## src/cls_pkg.sv

```systemverilog
// shared types, constants and fixed-point helpers for the cramer solver
package cls_pkg;

  localparam int DIM_W = 4;
  localparam int VAL_W = 32;
  localparam int Q_W   = 64;
  localparam int ST_W  = 2;

  localparam logic [Q_W-1:0]   QMAX    = 64'h7FFF_FFFF_FFFF_FFFF;
  localparam logic [VAL_W-1:0] ONE_Q16 = 32'h0001_0000;

  localparam logic [ST_W-1:0] STATUS_OK       = 2'd0;
  localparam logic [ST_W-1:0] STATUS_SINGULAR = 2'd1;
  localparam logic [ST_W-1:0] STATUS_COUNT    = 2'd2;

  // source of the work matrix write data
  typedef enum logic [2:0] {
    SRC_LOAD,
    SRC_LOAD_NEG,
    SRC_RAW,
    SRC_TMP,
    SRC_MAC
  } wk_src_t;

  typedef enum logic [1:0] {
    OUT_ERR,
    OUT_SING,
    OUT_X,
    OUT_ONE
  } out_sel_t;

  typedef enum logic {
    MUL_ELIM,
    MUL_PROD
  } mul_sel_t;

  typedef enum logic {
    DIV_COEF,
    DIV_SOL
  } div_sel_t;

  typedef struct packed {
    logic     ld_we;
    logic     ld_re;
    logic     wk_we;
    wk_src_t  wk_src;
    logic     tmp_ld;
    logic     pivot_ld;
    logic     mik_ld;
    logic     coef_ld;
    logic     piv_ld;
    logic     piv_neg;
    logic     acc_clr;
    logic     acc_ld_rd;
    logic     acc_ld_mul;
    logic     main_det_ld;
    logic     mul_start;
    mul_sel_t mul_sel;
    logic     div_start;
    div_sel_t div_sel;
    logic     out_ld;
    out_sel_t out_sel;
  } cls_cmd_t;

  typedef struct packed {
    logic wk_zero;
    logic acc_zero;
    logic mul_done;
    logic div_done;
  } cls_sts_t;

  function automatic logic [Q_W-1:0] mag(input logic signed [Q_W-1:0] v);
    logic [Q_W-1:0] u;
    u = v;
    return v[Q_W-1] ? (64'd0 - u) : u;
  endfunction

  // saturate a magnitude to the symmetric range and apply the sign
  function automatic logic signed [Q_W-1:0] sign_sat(input logic [Q_W-1:0] m, input logic neg);
    logic [Q_W-1:0] mm;
    mm = m[Q_W-1] ? QMAX : m;
    return neg ? $signed(64'd0 - mm) : $signed(mm);
  endfunction

  // Q16.16 to Q32.32
  function automatic logic signed [Q_W-1:0] widen(input logic [VAL_W-1:0] raw);
    return $signed({{16{raw[VAL_W-1]}}, raw, 16'h0000});
  endfunction

  function automatic logic signed [Q_W-1:0] add_sat(input logic signed [Q_W-1:0] a,
                                                    input logic signed [Q_W-1:0] b);
    logic signed [Q_W:0] s;
    logic signed [Q_W-1:0] r;
    s = {a[Q_W-1], a} + {b[Q_W-1], b};
    if (s > 65'sh0_7FFF_FFFF_FFFF_FFFF) begin
      r = 64'sh7FFF_FFFF_FFFF_FFFF;
    end else if (s < -65'sh0_7FFF_FFFF_FFFF_FFFF) begin
      r = -64'sh7FFF_FFFF_FFFF_FFFF;
    end else begin
      r = s[Q_W-1:0];
    end
    return r;
  endfunction

  // Q32.32 to saturated Q16.16, truncating toward zero
  function automatic logic [VAL_W-1:0] to_q16(input logic signed [Q_W-1:0] v);
    logic [Q_W-1:0] m;
    logic [VAL_W-1:0] r;
    m = mag(v) >> 16;
    if (v[Q_W-1]) begin
      if (m > 64'h8000_0000) begin
        r = 32'h8000_0000;
      end else begin
        r = 32'(64'd0 - m);
      end
    end else begin
      if (m > 64'h7FFF_FFFF) begin
        r = 32'h7FFF_FFFF;
      end else begin
        r = m[VAL_W-1:0];
      end
    end
    return r;
  endfunction

endpackage

```

## src/cls_ctrl.sv

```systemverilog
// sequencer for loading, elimination passes and result delivery
module cls_ctrl #(
  parameter int MAX_DIM = 8
) (
  input  logic                                 clk,
  input  logic                                 rst,
  input  logic                                 cfg_wr_en,
  input  logic [cls_pkg::DIM_W-1:0]            cfg_wr_data,
  input  logic                                 in_valid,
  input  logic                                 in_last,
  output logic                                 in_ready,
  output logic                                 out_valid,
  input  logic                                 out_ready,
  input  cls_pkg::cls_sts_t                    sts,
  output cls_pkg::cls_cmd_t                    cmd,
  output logic [$clog2(MAX_DIM*(MAX_DIM+1))-1:0] ld_addr,
  output logic [((MAX_DIM > 1) ? $clog2(MAX_DIM*MAX_DIM) : 1)-1:0] wk_raddr,
  output logic [((MAX_DIM > 1) ? $clog2(MAX_DIM*MAX_DIM) : 1)-1:0] wk_waddr,
  output logic [cls_pkg::DIM_W-1:0]            idx,
  output logic [cls_pkg::DIM_W-1:0]            out_index
);
  import cls_pkg::*;

  localparam int LOAD_DEPTH = MAX_DIM * (MAX_DIM + 1);
  localparam int LD_AW      = $clog2(LOAD_DEPTH);
  localparam int WK_AW      = (MAX_DIM > 1) ? $clog2(MAX_DIM * MAX_DIM) : 1;
  localparam int CNT_W      = $clog2(LOAD_DEPTH + 2);

  typedef enum logic [25:0] {
    S_LOAD     = 26'h000_0001,
    S_CHECK    = 26'h000_0002,
    S_CP_RD    = 26'h000_0004,
    S_CP_WR    = 26'h000_0008,
    S_K_START  = 26'h000_0010,
    S_PIV_CHK  = 26'h000_0020,
    S_SRCH     = 26'h000_0040,
    S_SW_RA    = 26'h000_0080,
    S_SW_RB    = 26'h000_0100,
    S_SW_WA    = 26'h000_0200,
    S_SW_WB    = 26'h000_0400,
    S_CF_RD    = 26'h000_0800,
    S_CF_DIV   = 26'h000_1000,
    S_CF_WAIT  = 26'h000_2000,
    S_EL_I     = 26'h000_4000,
    S_EL_MIK   = 26'h000_8000,
    S_EL_RD    = 26'h001_0000,
    S_EL_MUL   = 26'h002_0000,
    S_EL_WAIT  = 26'h004_0000,
    S_PIV_ST   = 26'h008_0000,
    S_LAST     = 26'h010_0000,
    S_PR_MUL   = 26'h020_0000,
    S_PR_WAIT  = 26'h040_0000,
    S_DET_DONE = 26'h080_0000,
    S_XD_WAIT  = 26'h100_0000,
    S_OUT      = 26'h200_0000
  } state_t;

  state_t           state, state_next;
  logic [DIM_W-1:0] dimension;
  logic [CNT_W-1:0] count, count_next;
  logic [CNT_W-1:0] total, total_next;
  logic [DIM_W-1:0] n, n_next;
  logic [DIM_W-1:0] k, k_next;
  logic [DIM_W-1:0] i, i_next;
  logic [DIM_W-1:0] j, j_next;
  logic [DIM_W-1:0] r, r_next;
  logic [DIM_W-1:0] c, c_next;
  logic [DIM_W-1:0] xi, xi_next;
  logic             main_pass, main_pass_next;
  logic             neg_piv, neg_piv_next;
  logic             last_beat, last_beat_next;
  logic [DIM_W-1:0] nm1;
  logic             rep_row;
  logic             bad_count;
  logic [CNT_W-1:0] count_inc;

  function automatic logic [WK_AW-1:0] wa(input logic [DIM_W-1:0] row,
                                          input logic [DIM_W-1:0] col);
    return WK_AW'(int'(row) * MAX_DIM + int'(col));
  endfunction

  assign nm1       = n - 4'd1;
  assign rep_row   = !main_pass && (r == xi);
  assign count_inc = (count <= CNT_W'(LOAD_DEPTH)) ? count + 1'b1 : count;
  assign bad_count = (n == '0) || (int'(n) > MAX_DIM)
                     || (int'(total) != int'(n) * (int'(n) + 1));
  assign in_ready  = (state == S_LOAD);
  assign out_valid = (state == S_OUT);

  always_comb begin
    state_next     = state;
    count_next     = count;
    total_next     = total;
    n_next         = n;
    k_next         = k;
    i_next         = i;
    j_next         = j;
    r_next         = r;
    c_next         = c;
    xi_next        = xi;
    main_pass_next = main_pass;
    neg_piv_next   = neg_piv;
    last_beat_next = last_beat;
    cmd            = '0;
    ld_addr        = count[LD_AW-1:0];
    wk_raddr       = wa(k, k);
    wk_waddr       = wa(r, c);
    idx            = j;
    out_index      = xi;

    case (state)
      S_LOAD: begin
        if (in_valid) begin
          cmd.ld_we  = (count < CNT_W'(LOAD_DEPTH));
          count_next = count_inc;
          if (in_last) begin
            total_next = count_inc;
            count_next = '0;
            n_next     = dimension;
            state_next = S_CHECK;
          end
        end
      end
      S_CHECK: begin
        last_beat_next = 1'b0;
        if (bad_count) begin
          cmd.out_ld     = 1'b1;
          cmd.out_sel    = OUT_ERR;
          last_beat_next = 1'b1;
          state_next     = S_OUT;
        end else begin
          main_pass_next = 1'b1;
          r_next         = '0;
          c_next         = '0;
          state_next     = S_CP_RD;
        end
      end
      S_CP_RD: begin
        cmd.ld_re = 1'b1;
        ld_addr   = rep_row ? LD_AW'(int'(n) * int'(n) + int'(c))
                            : LD_AW'(int'(r) * int'(n) + int'(c));
        state_next = S_CP_WR;
      end
      S_CP_WR: begin
        cmd.wk_we  = 1'b1;
        cmd.wk_src = rep_row ? SRC_LOAD_NEG : SRC_LOAD;
        wk_waddr   = wa(r, c);
        state_next = S_CP_RD;
        if (c == nm1) begin
          c_next = '0;
          if (r == nm1) begin
            k_next       = '0;
            neg_piv_next = 1'b0;
            state_next   = S_K_START;
          end else begin
            r_next = r + 4'd1;
          end
        end else begin
          c_next = c + 4'd1;
        end
      end
      S_K_START: begin
        wk_raddr   = wa(k, k);
        state_next = (k == nm1) ? S_LAST : S_PIV_CHK;
      end
      S_PIV_CHK: begin
        if (sts.wk_zero) begin
          wk_raddr   = wa(k + 4'd1, k);
          r_next     = k + 4'd1;
          state_next = S_SRCH;
        end else begin
          cmd.pivot_ld = 1'b1;
          j_next       = k + 4'd1;
          state_next   = S_CF_RD;
        end
      end
      S_SRCH: begin
        if (!sts.wk_zero) begin
          j_next     = '0;
          state_next = S_SW_RA;
        end else if (r == nm1) begin
          cmd.acc_clr = 1'b1;
          state_next  = S_DET_DONE;
        end else begin
          wk_raddr = wa(r + 4'd1, k);
          r_next   = r + 4'd1;
        end
      end
      S_SW_RA: begin
        wk_raddr   = wa(k, j);
        state_next = S_SW_RB;
      end
      S_SW_RB: begin
        cmd.tmp_ld = 1'b1;
        wk_raddr   = wa(r, j);
        state_next = S_SW_WA;
      end
      S_SW_WA: begin
        cmd.wk_we  = 1'b1;
        cmd.wk_src = SRC_RAW;
        wk_waddr   = wa(k, j);
        state_next = S_SW_WB;
      end
      S_SW_WB: begin
        cmd.wk_we  = 1'b1;
        cmd.wk_src = SRC_TMP;
        wk_waddr   = wa(r, j);
        if (j == nm1) begin
          neg_piv_next = 1'b1;
          state_next   = S_K_START;
        end else begin
          j_next     = j + 4'd1;
          state_next = S_SW_RA;
        end
      end
      S_CF_RD: begin
        wk_raddr   = wa(k, j);
        state_next = S_CF_DIV;
      end
      S_CF_DIV: begin
        cmd.div_start = 1'b1;
        cmd.div_sel   = DIV_COEF;
        state_next    = S_CF_WAIT;
      end
      S_CF_WAIT: begin
        cmd.div_sel = DIV_COEF;
        if (sts.div_done) begin
          cmd.coef_ld = 1'b1;
          idx         = j;
          if (j == nm1) begin
            i_next     = k + 4'd1;
            state_next = S_EL_I;
          end else begin
            j_next     = j + 4'd1;
            state_next = S_CF_RD;
          end
        end
      end
      S_EL_I: begin
        wk_raddr   = wa(i, k);
        state_next = S_EL_MIK;
      end
      S_EL_MIK: begin
        cmd.mik_ld = 1'b1;
        j_next     = k + 4'd1;
        state_next = S_EL_RD;
      end
      S_EL_RD: begin
        wk_raddr   = wa(i, j);
        state_next = S_EL_MUL;
      end
      S_EL_MUL: begin
        cmd.tmp_ld    = 1'b1;
        cmd.mul_start = 1'b1;
        cmd.mul_sel   = MUL_ELIM;
        idx           = j;
        state_next    = S_EL_WAIT;
      end
      S_EL_WAIT: begin
        cmd.mul_sel = MUL_ELIM;
        if (sts.mul_done) begin
          cmd.wk_we  = 1'b1;
          cmd.wk_src = SRC_MAC;
          wk_waddr   = wa(i, j);
          if (j == nm1) begin
            if (i == nm1) begin
              state_next = S_PIV_ST;
            end else begin
              i_next     = i + 4'd1;
              state_next = S_EL_I;
            end
          end else begin
            j_next     = j + 4'd1;
            state_next = S_EL_RD;
          end
        end
      end
      S_PIV_ST: begin
        cmd.piv_ld   = 1'b1;
        cmd.piv_neg  = neg_piv;
        idx          = k;
        k_next       = k + 4'd1;
        neg_piv_next = 1'b0;
        state_next   = S_K_START;
      end
      S_LAST: begin
        cmd.acc_ld_rd = 1'b1;
        if (n == 4'd1) begin
          state_next = S_DET_DONE;
        end else begin
          k_next     = n - 4'd2;
          state_next = S_PR_MUL;
        end
      end
      S_PR_MUL: begin
        cmd.mul_start = 1'b1;
        cmd.mul_sel   = MUL_PROD;
        idx           = k;
        state_next    = S_PR_WAIT;
      end
      S_PR_WAIT: begin
        cmd.mul_sel = MUL_PROD;
        if (sts.mul_done) begin
          cmd.acc_ld_mul = 1'b1;
          if (k == '0) begin
            state_next = S_DET_DONE;
          end else begin
            k_next     = k - 4'd1;
            state_next = S_PR_MUL;
          end
        end
      end
      S_DET_DONE: begin
        if (main_pass) begin
          if (sts.acc_zero) begin
            cmd.out_ld     = 1'b1;
            cmd.out_sel    = OUT_SING;
            last_beat_next = 1'b1;
            state_next     = S_OUT;
          end else begin
            cmd.main_det_ld = 1'b1;
            main_pass_next  = 1'b0;
            xi_next         = '0;
            r_next          = '0;
            c_next          = '0;
            state_next      = S_CP_RD;
          end
        end else begin
          cmd.div_start = 1'b1;
          cmd.div_sel   = DIV_SOL;
          state_next    = S_XD_WAIT;
        end
      end
      S_XD_WAIT: begin
        cmd.div_sel = DIV_SOL;
        if (sts.div_done) begin
          cmd.out_ld  = 1'b1;
          cmd.out_sel = OUT_X;
          out_index   = xi;
          state_next  = S_OUT;
        end
      end
      S_OUT: begin
        if (out_ready) begin
          if (last_beat) begin
            state_next = S_LOAD;
          end else if (xi == nm1) begin
            cmd.out_ld     = 1'b1;
            cmd.out_sel    = OUT_ONE;
            out_index      = n;
            last_beat_next = 1'b1;
          end else begin
            xi_next    = xi + 4'd1;
            r_next     = '0;
            c_next     = '0;
            state_next = S_CP_RD;
          end
        end
      end
      default: begin
        state_next = S_LOAD;
      end
    endcase
  end

  always_ff @(posedge clk) begin
    if (rst) begin
      state     <= S_LOAD;
      dimension <= 4'd1;
      count     <= '0;
      total     <= '0;
      n         <= '0;
      k         <= '0;
      i         <= '0;
      j         <= '0;
      r         <= '0;
      c         <= '0;
      xi        <= '0;
      main_pass <= 1'b0;
      neg_piv   <= 1'b0;
      last_beat <= 1'b0;
    end else begin
      state     <= state_next;
      count     <= count_next;
      total     <= total_next;
      n         <= n_next;
      k         <= k_next;
      i         <= i_next;
      j         <= j_next;
      r         <= r_next;
      c         <= c_next;
      xi        <= xi_next;
      main_pass <= main_pass_next;
      neg_piv   <= neg_piv_next;
      last_beat <= last_beat_next;
      if (cfg_wr_en) begin
        dimension <= cfg_wr_data;
      end
    end
  end

endmodule
```

## config.mk

```make
export PLATFORM = sky130hd
export DESIGN_NAME = cls_ctrl
export DESIGN_NICKNAME = d
export VERILOG_FILES = /design/src/cls_pkg.sv /design/src/cls_ctrl.sv
export SDC_FILE = /design/constraint.sdc
export NUM_CORES = 1
export LEC_CHECK = 0
export BUFFER_PORTS_ARGS = -buffer_cell sky130_fd_sc_hd__buf_4
export CORE_MARGIN = 1
export CORE_UTILIZATION = 65
export CTS_CLUSTER_DIAMETER = 150
export CTS_CLUSTER_SIZE = 10
export DETAILED_ROUTE_END_ITERATION = 16
export HOLD_SLACK_MARGIN = 0.08
export PLACE_DENSITY_LB_ADDON = 0.05
export RECOVER_POWER = 25
export SLEW_MARGIN = 20
export SYNTH_ARGS = -nofsm -noshare
export SYNTH_HDL_FRONTEND = slang
export SYNTH_SLANG_ARGS = --single-unit
```

## constraint.sdc

```tcl
create_clock -name clk -period 15.1 [get_ports clk]
set_input_delay 1.51 -clock clk [delete_from_list [all_inputs] [get_ports clk]]
set_output_delay 1.51 -clock clk [all_outputs]
set_load 0.01 [all_outputs]
```

==> impl_metrics.env, run 1 <==
export IMPL_whs_ns=0.508
export IMPL_relSlewSlack_pct=-106
export IMPL_htree_num_levels=3
export IMPL_path_delay_family="adder cells"
export IMPL_crit_chain="inv_1, ha_1, nand2_1, fa_1, fa_1, fa_1, nand2b_1, a21oi_1, xor2_1, mux2i_1, a41oi_2, or3_1, buf_4"
export IMPL_crit_buf_inv=2
export IMPL_start_kind="register"
export IMPL_cp_end_kind="output port"
export IMPL_finalClockSkew_ns=0.00962
export IMPL_grt_max_degree=64
export IMPL_synth_ff_latch_count=75
export IMPL_fill_cells=944
export IMPL_reg2regPathDepth=13
export IMPL_path_clk_slew_ns=0.06
export IMPL_die_height_um=111
export IMPL_worst_slew_pin_transition_ns=3.09
export IMPL_diodes=0
export IMPL_postRouteAntennaNets=0
export IMPL_wire_per_inst_um=20.0
export IMPL_r2r_slack_ns=9.49
export IMPL_timing_rr_end="r[2]"
export IMPL_rr_startpoint="n[0]"
export IMPL_gp_congestion=1.01
export IMPL_cts_setup_buffers=0
export IMPL_ys_seq_area_share_pct=19.6
export IMPL_netlist_area_mm2=0.00768
export IMPL_layout_drive_gt1_share_pct=11.4
export IMPL_yosysWarnings=0
export IMPL_setup_violations=0
export IMPL_clk_latency_ns=0.35
export IMPL_power_frac_clock_pct=36.1
export IMPL_cp_required_ns=13.59
export IMPL_period_share_pct=48.1
export IMPL_p_sw_mw=0.224
export IMPL_start_util_pct=66.9
export IMPL_rsz0062_at_grt="false"
export IMPL_setup_tns_ns=0
export IMPL_cp_common_cell="fa_1"
export IMPL_wirelength_mm=23.4
export IMPL_hp_start="dimension[3]"
export IMPL_status="finished, violations left"
export IMPL_p_seq_share_pct=35.8
export IMPL_grt_pass1_vias=7184
export IMPL_synthesis_nets=1091
export IMPL_hold_buffers=0
export IMPL_grt_first_pass_wirelength_mm=37.2
export IMPL_dieWidth_um=111
export IMPL_async_flop_share_pct=0
export IMPL_p_leak_nw=3.72
export IMPL_hold_depth=2
export IMPL_fin_nets=1122
export IMPL_ctsResizeCount=0
export IMPL_cts_inserted_buffers=9
export IMPL_final_max_slew_violation_count=64
export IMPL_gr_total_overflow=0
export IMPL_hold_path_class="register to register"
export IMPL_fmax_mhz=138
export IMPL_finalCriticalPeriod_ns=7.26
export IMPL_slowest_stage="dfxtp_1"
export IMPL_drc_errors=0
export IMPL_clockRootBuffer="clkbuf_16"
export IMPL_areaGrowthSynthToFinish_pct=10.0
export IMPL_crit_fanout=24
export IMPL_synth_edf_count=0
export IMPL_synth_cells=988
export IMPL_dp_hpwl_mm=17.8
export IMPL_pwr_share_comb_pct=28.1
export IMPL_violations="capacitance limit, slew limit"
export IMPL_p_int_mw=0.405
export IMPL_first_pass_iters=6
export IMPL_arrival_ns=5.75
export IMPL_drt_vias_per_instance=6.50
export IMPL_ir_drop_uv=81.7
export IMPL_fin_util_pct=73.6
export IMPL_total_power_mw=0.628
export IMPL_cts_tree="yes"
export IMPL_hold_end="dimension[3]"
export IMPL_hold_violations=0
export IMPL_synth_cell_types=85
export IMPL_max_cap_violations=1
export IMPL_timing_worst_setup_path_type="register to output port"
export IMPL_clock_path_buffers=2
export IMPL_rows=39
export IMPL_antenna_found_initial=0
export IMPL_synth_ff_type="dfxtp_1"
export IMPL_via_count=7586
export IMPL_die_area_mm2=0.0122
export IMPL_core_mm2=0.0115
export IMPL_io_pins=66
export IMPL_cp_slowest_stage_delay_ns=0.86
export IMPL_grt_usage_pct=38.3
export IMPL_power_per_cell_area_mw_per_mm2=74.4
export IMPL_p_sw_share_pct=35.6
export IMPL_drt_iter0_markers=722
export IMPL_postSynthAreaPerCell_um2=7.77
export IMPL_cts_num_sinks=75
export IMPL_port_buffers=65
cell usage after synthesis (12+ instances only):
cell type  instances  area share, %
nor2_1           108            5.3
nand2_1           85            4.2
ha_1              76             12
dfxtp_1           75             20
inv_1             58            2.8
a21oi_1           48            3.1
xnor2_1           40            4.6
nor3_1            39            2.5
nand3_1           37            2.4
o21ai_0           36            2.3
clkbuf_1          33            1.6
nand2b_1          23            1.9
xor2_1            23            2.6
nand4_1           19            1.5
nor4_1            19            1.5
and2_1            18            1.5
mux2i_1           17            2.2
nor2b_1           16            1.3
fa_1              13            3.4
and3_1            12           0.98
worst max path at each step:
| stage | slack (ns) | depth (start not counted) | end | startpoint |
|---|---|---|---|---|
| floorplan | 8.84 | 14 | cmd[2] | n[0] |
| global placement | 8.35 | 13 | cmd[2] | n[0] |
| detailed placement | 8.25 | 13 | cmd[2] | n[0] |
| CTS | 7.87 | 13 | cmd[2] | n[0] |
| global route | 7.37 | 13 | cmd[2] | n[0] |
| finish | 7.84 | 13 | cmd[2] | n[0] |
power groups by stage:
| stage | Clock, mW | Sequential (mW) | Combinational (mW) |
|---|---|---|---|
| global route | 0.234 | 0.227 | 0.192 |
| detailed placement | 0 | 0.228 | 0.172 |
| global placement | 0 | 0.228 | 0.170 |
| CTS | 0.227 | 0.224 | 0.173 |
| floorplan | 0 | 0.220 | 0.132 |
| finish | 0.227 | 0.225 | 0.177 |
routing by layer:
layer | global-route usage, % | share of wire, %
met1 | 47.4 | 40
met2 | 63.5 | 47
met3 | 7.16 | 8.3
met4 | 19.5 | 4.8
met5 | 0 | 0
state kept, by name (all words and copies together), names as in the netlist:
register,count
c,4
count,7
dimension,4
i,4
j,4
k,4
last_beat,1
main_pass,1
n,4
neg_piv,1
r,4
state,26
total,7
xi,4
metrics by stage:
stage | worst slack [ns] | cell area (um2) | std cells
2_1_floorplan | 8.84 | 7680 | 988
3_3_place_gp | 8.35 | 8150 | 1151
3_5_place_dp | 8.25 | 8150 | 1151
4_1_cts | 7.87 | 8450 | 1167
5_1_grt | 7.37 | 8440 | 1167
6_report | 7.84 | 8440 | 1167
cell families after synthesis:
family                   count (synthesis)  share of synthesized area [%]
buffers and inverters                  104                           5.43
adder cells (fa/ha/maj)                 89                           15.8
flip-flops                              75                           19.6
AND/OR/NAND/NOR                        444                           30.7
multiplexers                            24                           3.24
AO/OA/AOI/OAI                          183                           16.3
XOR/XNOR                                69                           8.96
cell type report:
| type | instances | area, um2 | share of cell area (%) |
|---|---|---|---|
| repair buffers | 66 | 492 | 5.82 |
| clock buffers | 9 | 225 | 2.67 |
| clock inverters | 7 | 76.3 | 0.904 |
| flip-flops and latches | 75 | 1500 | 17.8 |
| inverters | 58 | 218 | 2.58 |
| multi-input cells | 809 | 5750 | 68.1 |
| well taps | 143 | 179 | 2.12 |
worst register-to-register path, delay by kind of cell (launching register included):
family                     cells  cell delay (ns)
xor gates and xnor gates       1             0.23
DFF                            1             0.86
muxes                          1             0.34
buffers and inverters          1             0.29
adders and majority gates      4             2.17
and+or+nand+nor                2             0.31
AOI/OAI and AO/OA              4             1.16
layout by cell type, fill, tap and decap left out, drive strengths merged, types with 37 or more instances in the layout:
master    n
nor2    109
nand2    85
ha       76
dfxtp    75
buf      65
inv      59
a21oi    48
xnor2    40
nor3     40
o21ai    39
nand3    37
No activity file was read; power rests on OpenSTA's default activity.
==> run 2, diff against run 1 <==
--- a/config.mk
+++ b/config.mk
@@ -7,7 +7,7 @@
 export LEC_CHECK = 0
 export BUFFER_PORTS_ARGS = -buffer_cell sky130_fd_sc_hd__buf_4
 export CORE_MARGIN = 1
-export CORE_UTILIZATION = 65
+export CORE_UTILIZATION = 62
 export CTS_CLUSTER_DIAMETER = 150
 export CTS_CLUSTER_SIZE = 10
 export DETAILED_ROUTE_END_ITERATION = 16
==> constraint.sdc (replaced) <==
create_clock -name clk -period 7.51 [get_ports clk]
set_input_delay 0.751 -clock clk [delete_from_list [all_inputs] [get_ports clk]]
set_output_delay 0.751 -clock clk [all_outputs]
set_load 0.01 [all_outputs]
==> impl_metrics.env, run 2 (same netlist as run 1, synthesis figures left out) <==
export IMPL_status="finished, violations left"
export IMPL_violations="capacitance limit, slew limit"
export IMPL_hold_depth=2
export IMPL_wire_per_inst_um=19.8
export IMPL_timing_rr_end="r[2]"
export IMPL_path_clk_slew_ns=0.06
export IMPL_final_cell_mix="nor2_1, nand2_1, ha_1"
export IMPL_fin_util_pct=70.4
export IMPL_wirelength_mm=23.7
export IMPL_fill_cells=1054
export IMPL_rr_startpoint="n[1]"
export IMPL_grt_max_degree=64
export IMPL_gp_congestion=0.964
export IMPL_postRouteAntennaNets=0
export IMPL_first_pass_iters=5
export IMPL_rsz0062_at_grt="false"
export IMPL_layout_commonest_cell="nor2_1"
export IMPL_arrival_ns=5.67
export IMPL_setup_tns_ns=0
export IMPL_htree_num_levels=3
export IMPL_die_area_mm2=0.0128
export IMPL_cp_required_ns=6.76
export IMPL_r2r_slack_ns=2.02
export IMPL_worst_slew_pin_transition_ns=3.10
export IMPL_cts_setup_buffers=0
export IMPL_ctsResizeCount=0
export IMPL_layout_drive_gt1_share_pct=11.3
export IMPL_reg_largest_list="state x26, count x7, total x7"
export IMPL_grt_usage_pct=38.0
export IMPL_drt_vias_per_instance=6.44
export IMPL_clock_path_buffers=2
export IMPL_drt_iter0_markers=736
export IMPL_fmax_mhz=156
export IMPL_hold_violations=0
export IMPL_max_cap_violations=1
export IMPL_diodes=0
export IMPL_largest_register_ff_count=26
export IMPL_antenna_found_initial=0
export IMPL_core_mm2=0.0121
export IMPL_grt_first_pass_wirelength_mm=37.5
export IMPL_final_max_slew_violation_count=64
export IMPL_finalCriticalPeriod_ns=6.42
export IMPL_areaGrowthSynthToFinish_pct=10.6
export IMPL_cts_tree="yes"
export IMPL_drc_errors=0
export IMPL_cts_num_sinks=75
export IMPL_fin_nets=1124
export IMPL_total_power_mw=1.28
export IMPL_die_height_um=113
export IMPL_reg2regPathDepth=13
export IMPL_dieWidth_um=113
export IMPL_crit_chain="inv_1, ha_1, nand2_1, fa_1, fa_1, fa_1, xnor2_1, a2111oi_0, o211ai_1, a31oi_1, a41oi_2, or3_1, buf_4"
export IMPL_dpl_worst_slack_ns=1.55
export IMPL_relSlewSlack_pct=-107
export IMPL_hold_buffers=0
export IMPL_cp_slowest_stage_delay_ns=0.66
export IMPL_cts_inserted_buffers=9
export IMPL_dp_hpwl_mm=18.2
export IMPL_start_kind="register"
export IMPL_hold_path_class="register to register"
export IMPL_cp_common_cell="fa_1"
export IMPL_crit_end="cmd[2]"
export IMPL_seqCellArea_mm2=0.00150
export IMPL_finalClockSkew_ns=0.00685
export IMPL_crit_fanout=16
export IMPL_gr_total_overflow=0
export IMPL_grt_pass1_vias=7014
export IMPL_p_leak_nw=3.72
export IMPL_cp_end_kind="output port"
export IMPL_slowest_stage="dfxtp_1"
export IMPL_start_util_pct=63.6
export IMPL_multi_input_area_mm2=0.00576
export IMPL_setup_violations=0
export IMPL_io_pins=66
export IMPL_clk_latency_ns=0.35
export IMPL_startpoint="n[1]"
export IMPL_layout_setup_ws_ns=1.09
export IMPL_clockRootBuffer="clkbuf_16"
export IMPL_period_share_pct=85.5
export IMPL_regMostFlops="state"
export IMPL_via_count=7688
export IMPL_timing_worst_setup_path_type="register to output port"
export IMPL_power_per_cell_area_mw_per_mm2=150
export IMPL_port_buffers=65
export IMPL_rows=40
export IMPL_ir_drop_uv=125
run 2: cell types whose count changed in the layout (fill, tap and decap cells not counted), sizes merged:
cell      delta
buf          -2
clkbuf       +6
clkinv       -1
clkinvlp     -1
run 2: critical path, delay by kind of cell, from the launching register on:
kind / cells / cell delay, ns
fa+ha+maj: 4 / 2.22
flops: 1 / 0.66
compound gates: 4 / 1.23
buf+inv: 2 / 0.47
simple gates: 2 / 0.59
xor+xnor: 1 / 0.14
run 2: worst min-delay path by stage:
stage	start	end	slack, ns
4_1_cts	neg_piv	neg_piv	0.48
2_1_floorplan	dimension[0]	dimension[0]	0.44
3_3_place_gp	neg_piv	neg_piv	0.47
5_1_grt	neg_piv	neg_piv	0.53
3_5_place_dp	neg_piv	neg_piv	0.47
6_report	neg_piv	neg_piv	0.49
run 2: layer usage:
layer / GRT usage [%] / vias up / part of all wire [%]
li1: - / 3637 / -
met4: 23.0 / 0 / 5.7
met5: 0 / - / 0
met1: 47.7 / 3563 / 40
met2: 62.0 / 400 / 46
met3: 5.14 / 88 / 7.9
run 2: through the flow:
stage / cell area, um2 / instances / hold WS (ns)
6_report: 8490 / 1194 / 0.486
4_1_cts: 8510 / 1194 / 0.476
3_3_place_gp: 8200 / 1178 / 0.470
5_1_grt: 8490 / 1194 / 0.531
2_1_floorplan: 7680 / 988 / 0.441
3_5_place_dp: 8200 / 1178 / 0.468
run 2: report_power, final:
part           switching, mW  internal [mW]  leakage [nW]
registers             0.0292          0.417         0.607
clock network          0.189          0.277         0.152
logic                  0.227          0.139          2.96
total                  0.445          0.833          3.72
run 2: layout make-up:
class                   instances  share of cell area (%)
well taps                     168                    2.48
clock inverters                 5                   0.707
inverters                      58                    2.56
repair buffers                 68                    5.79
clock buffers                  11                    2.98
flip-flops and latches         75                    17.7
multi-input cells             809                    67.8
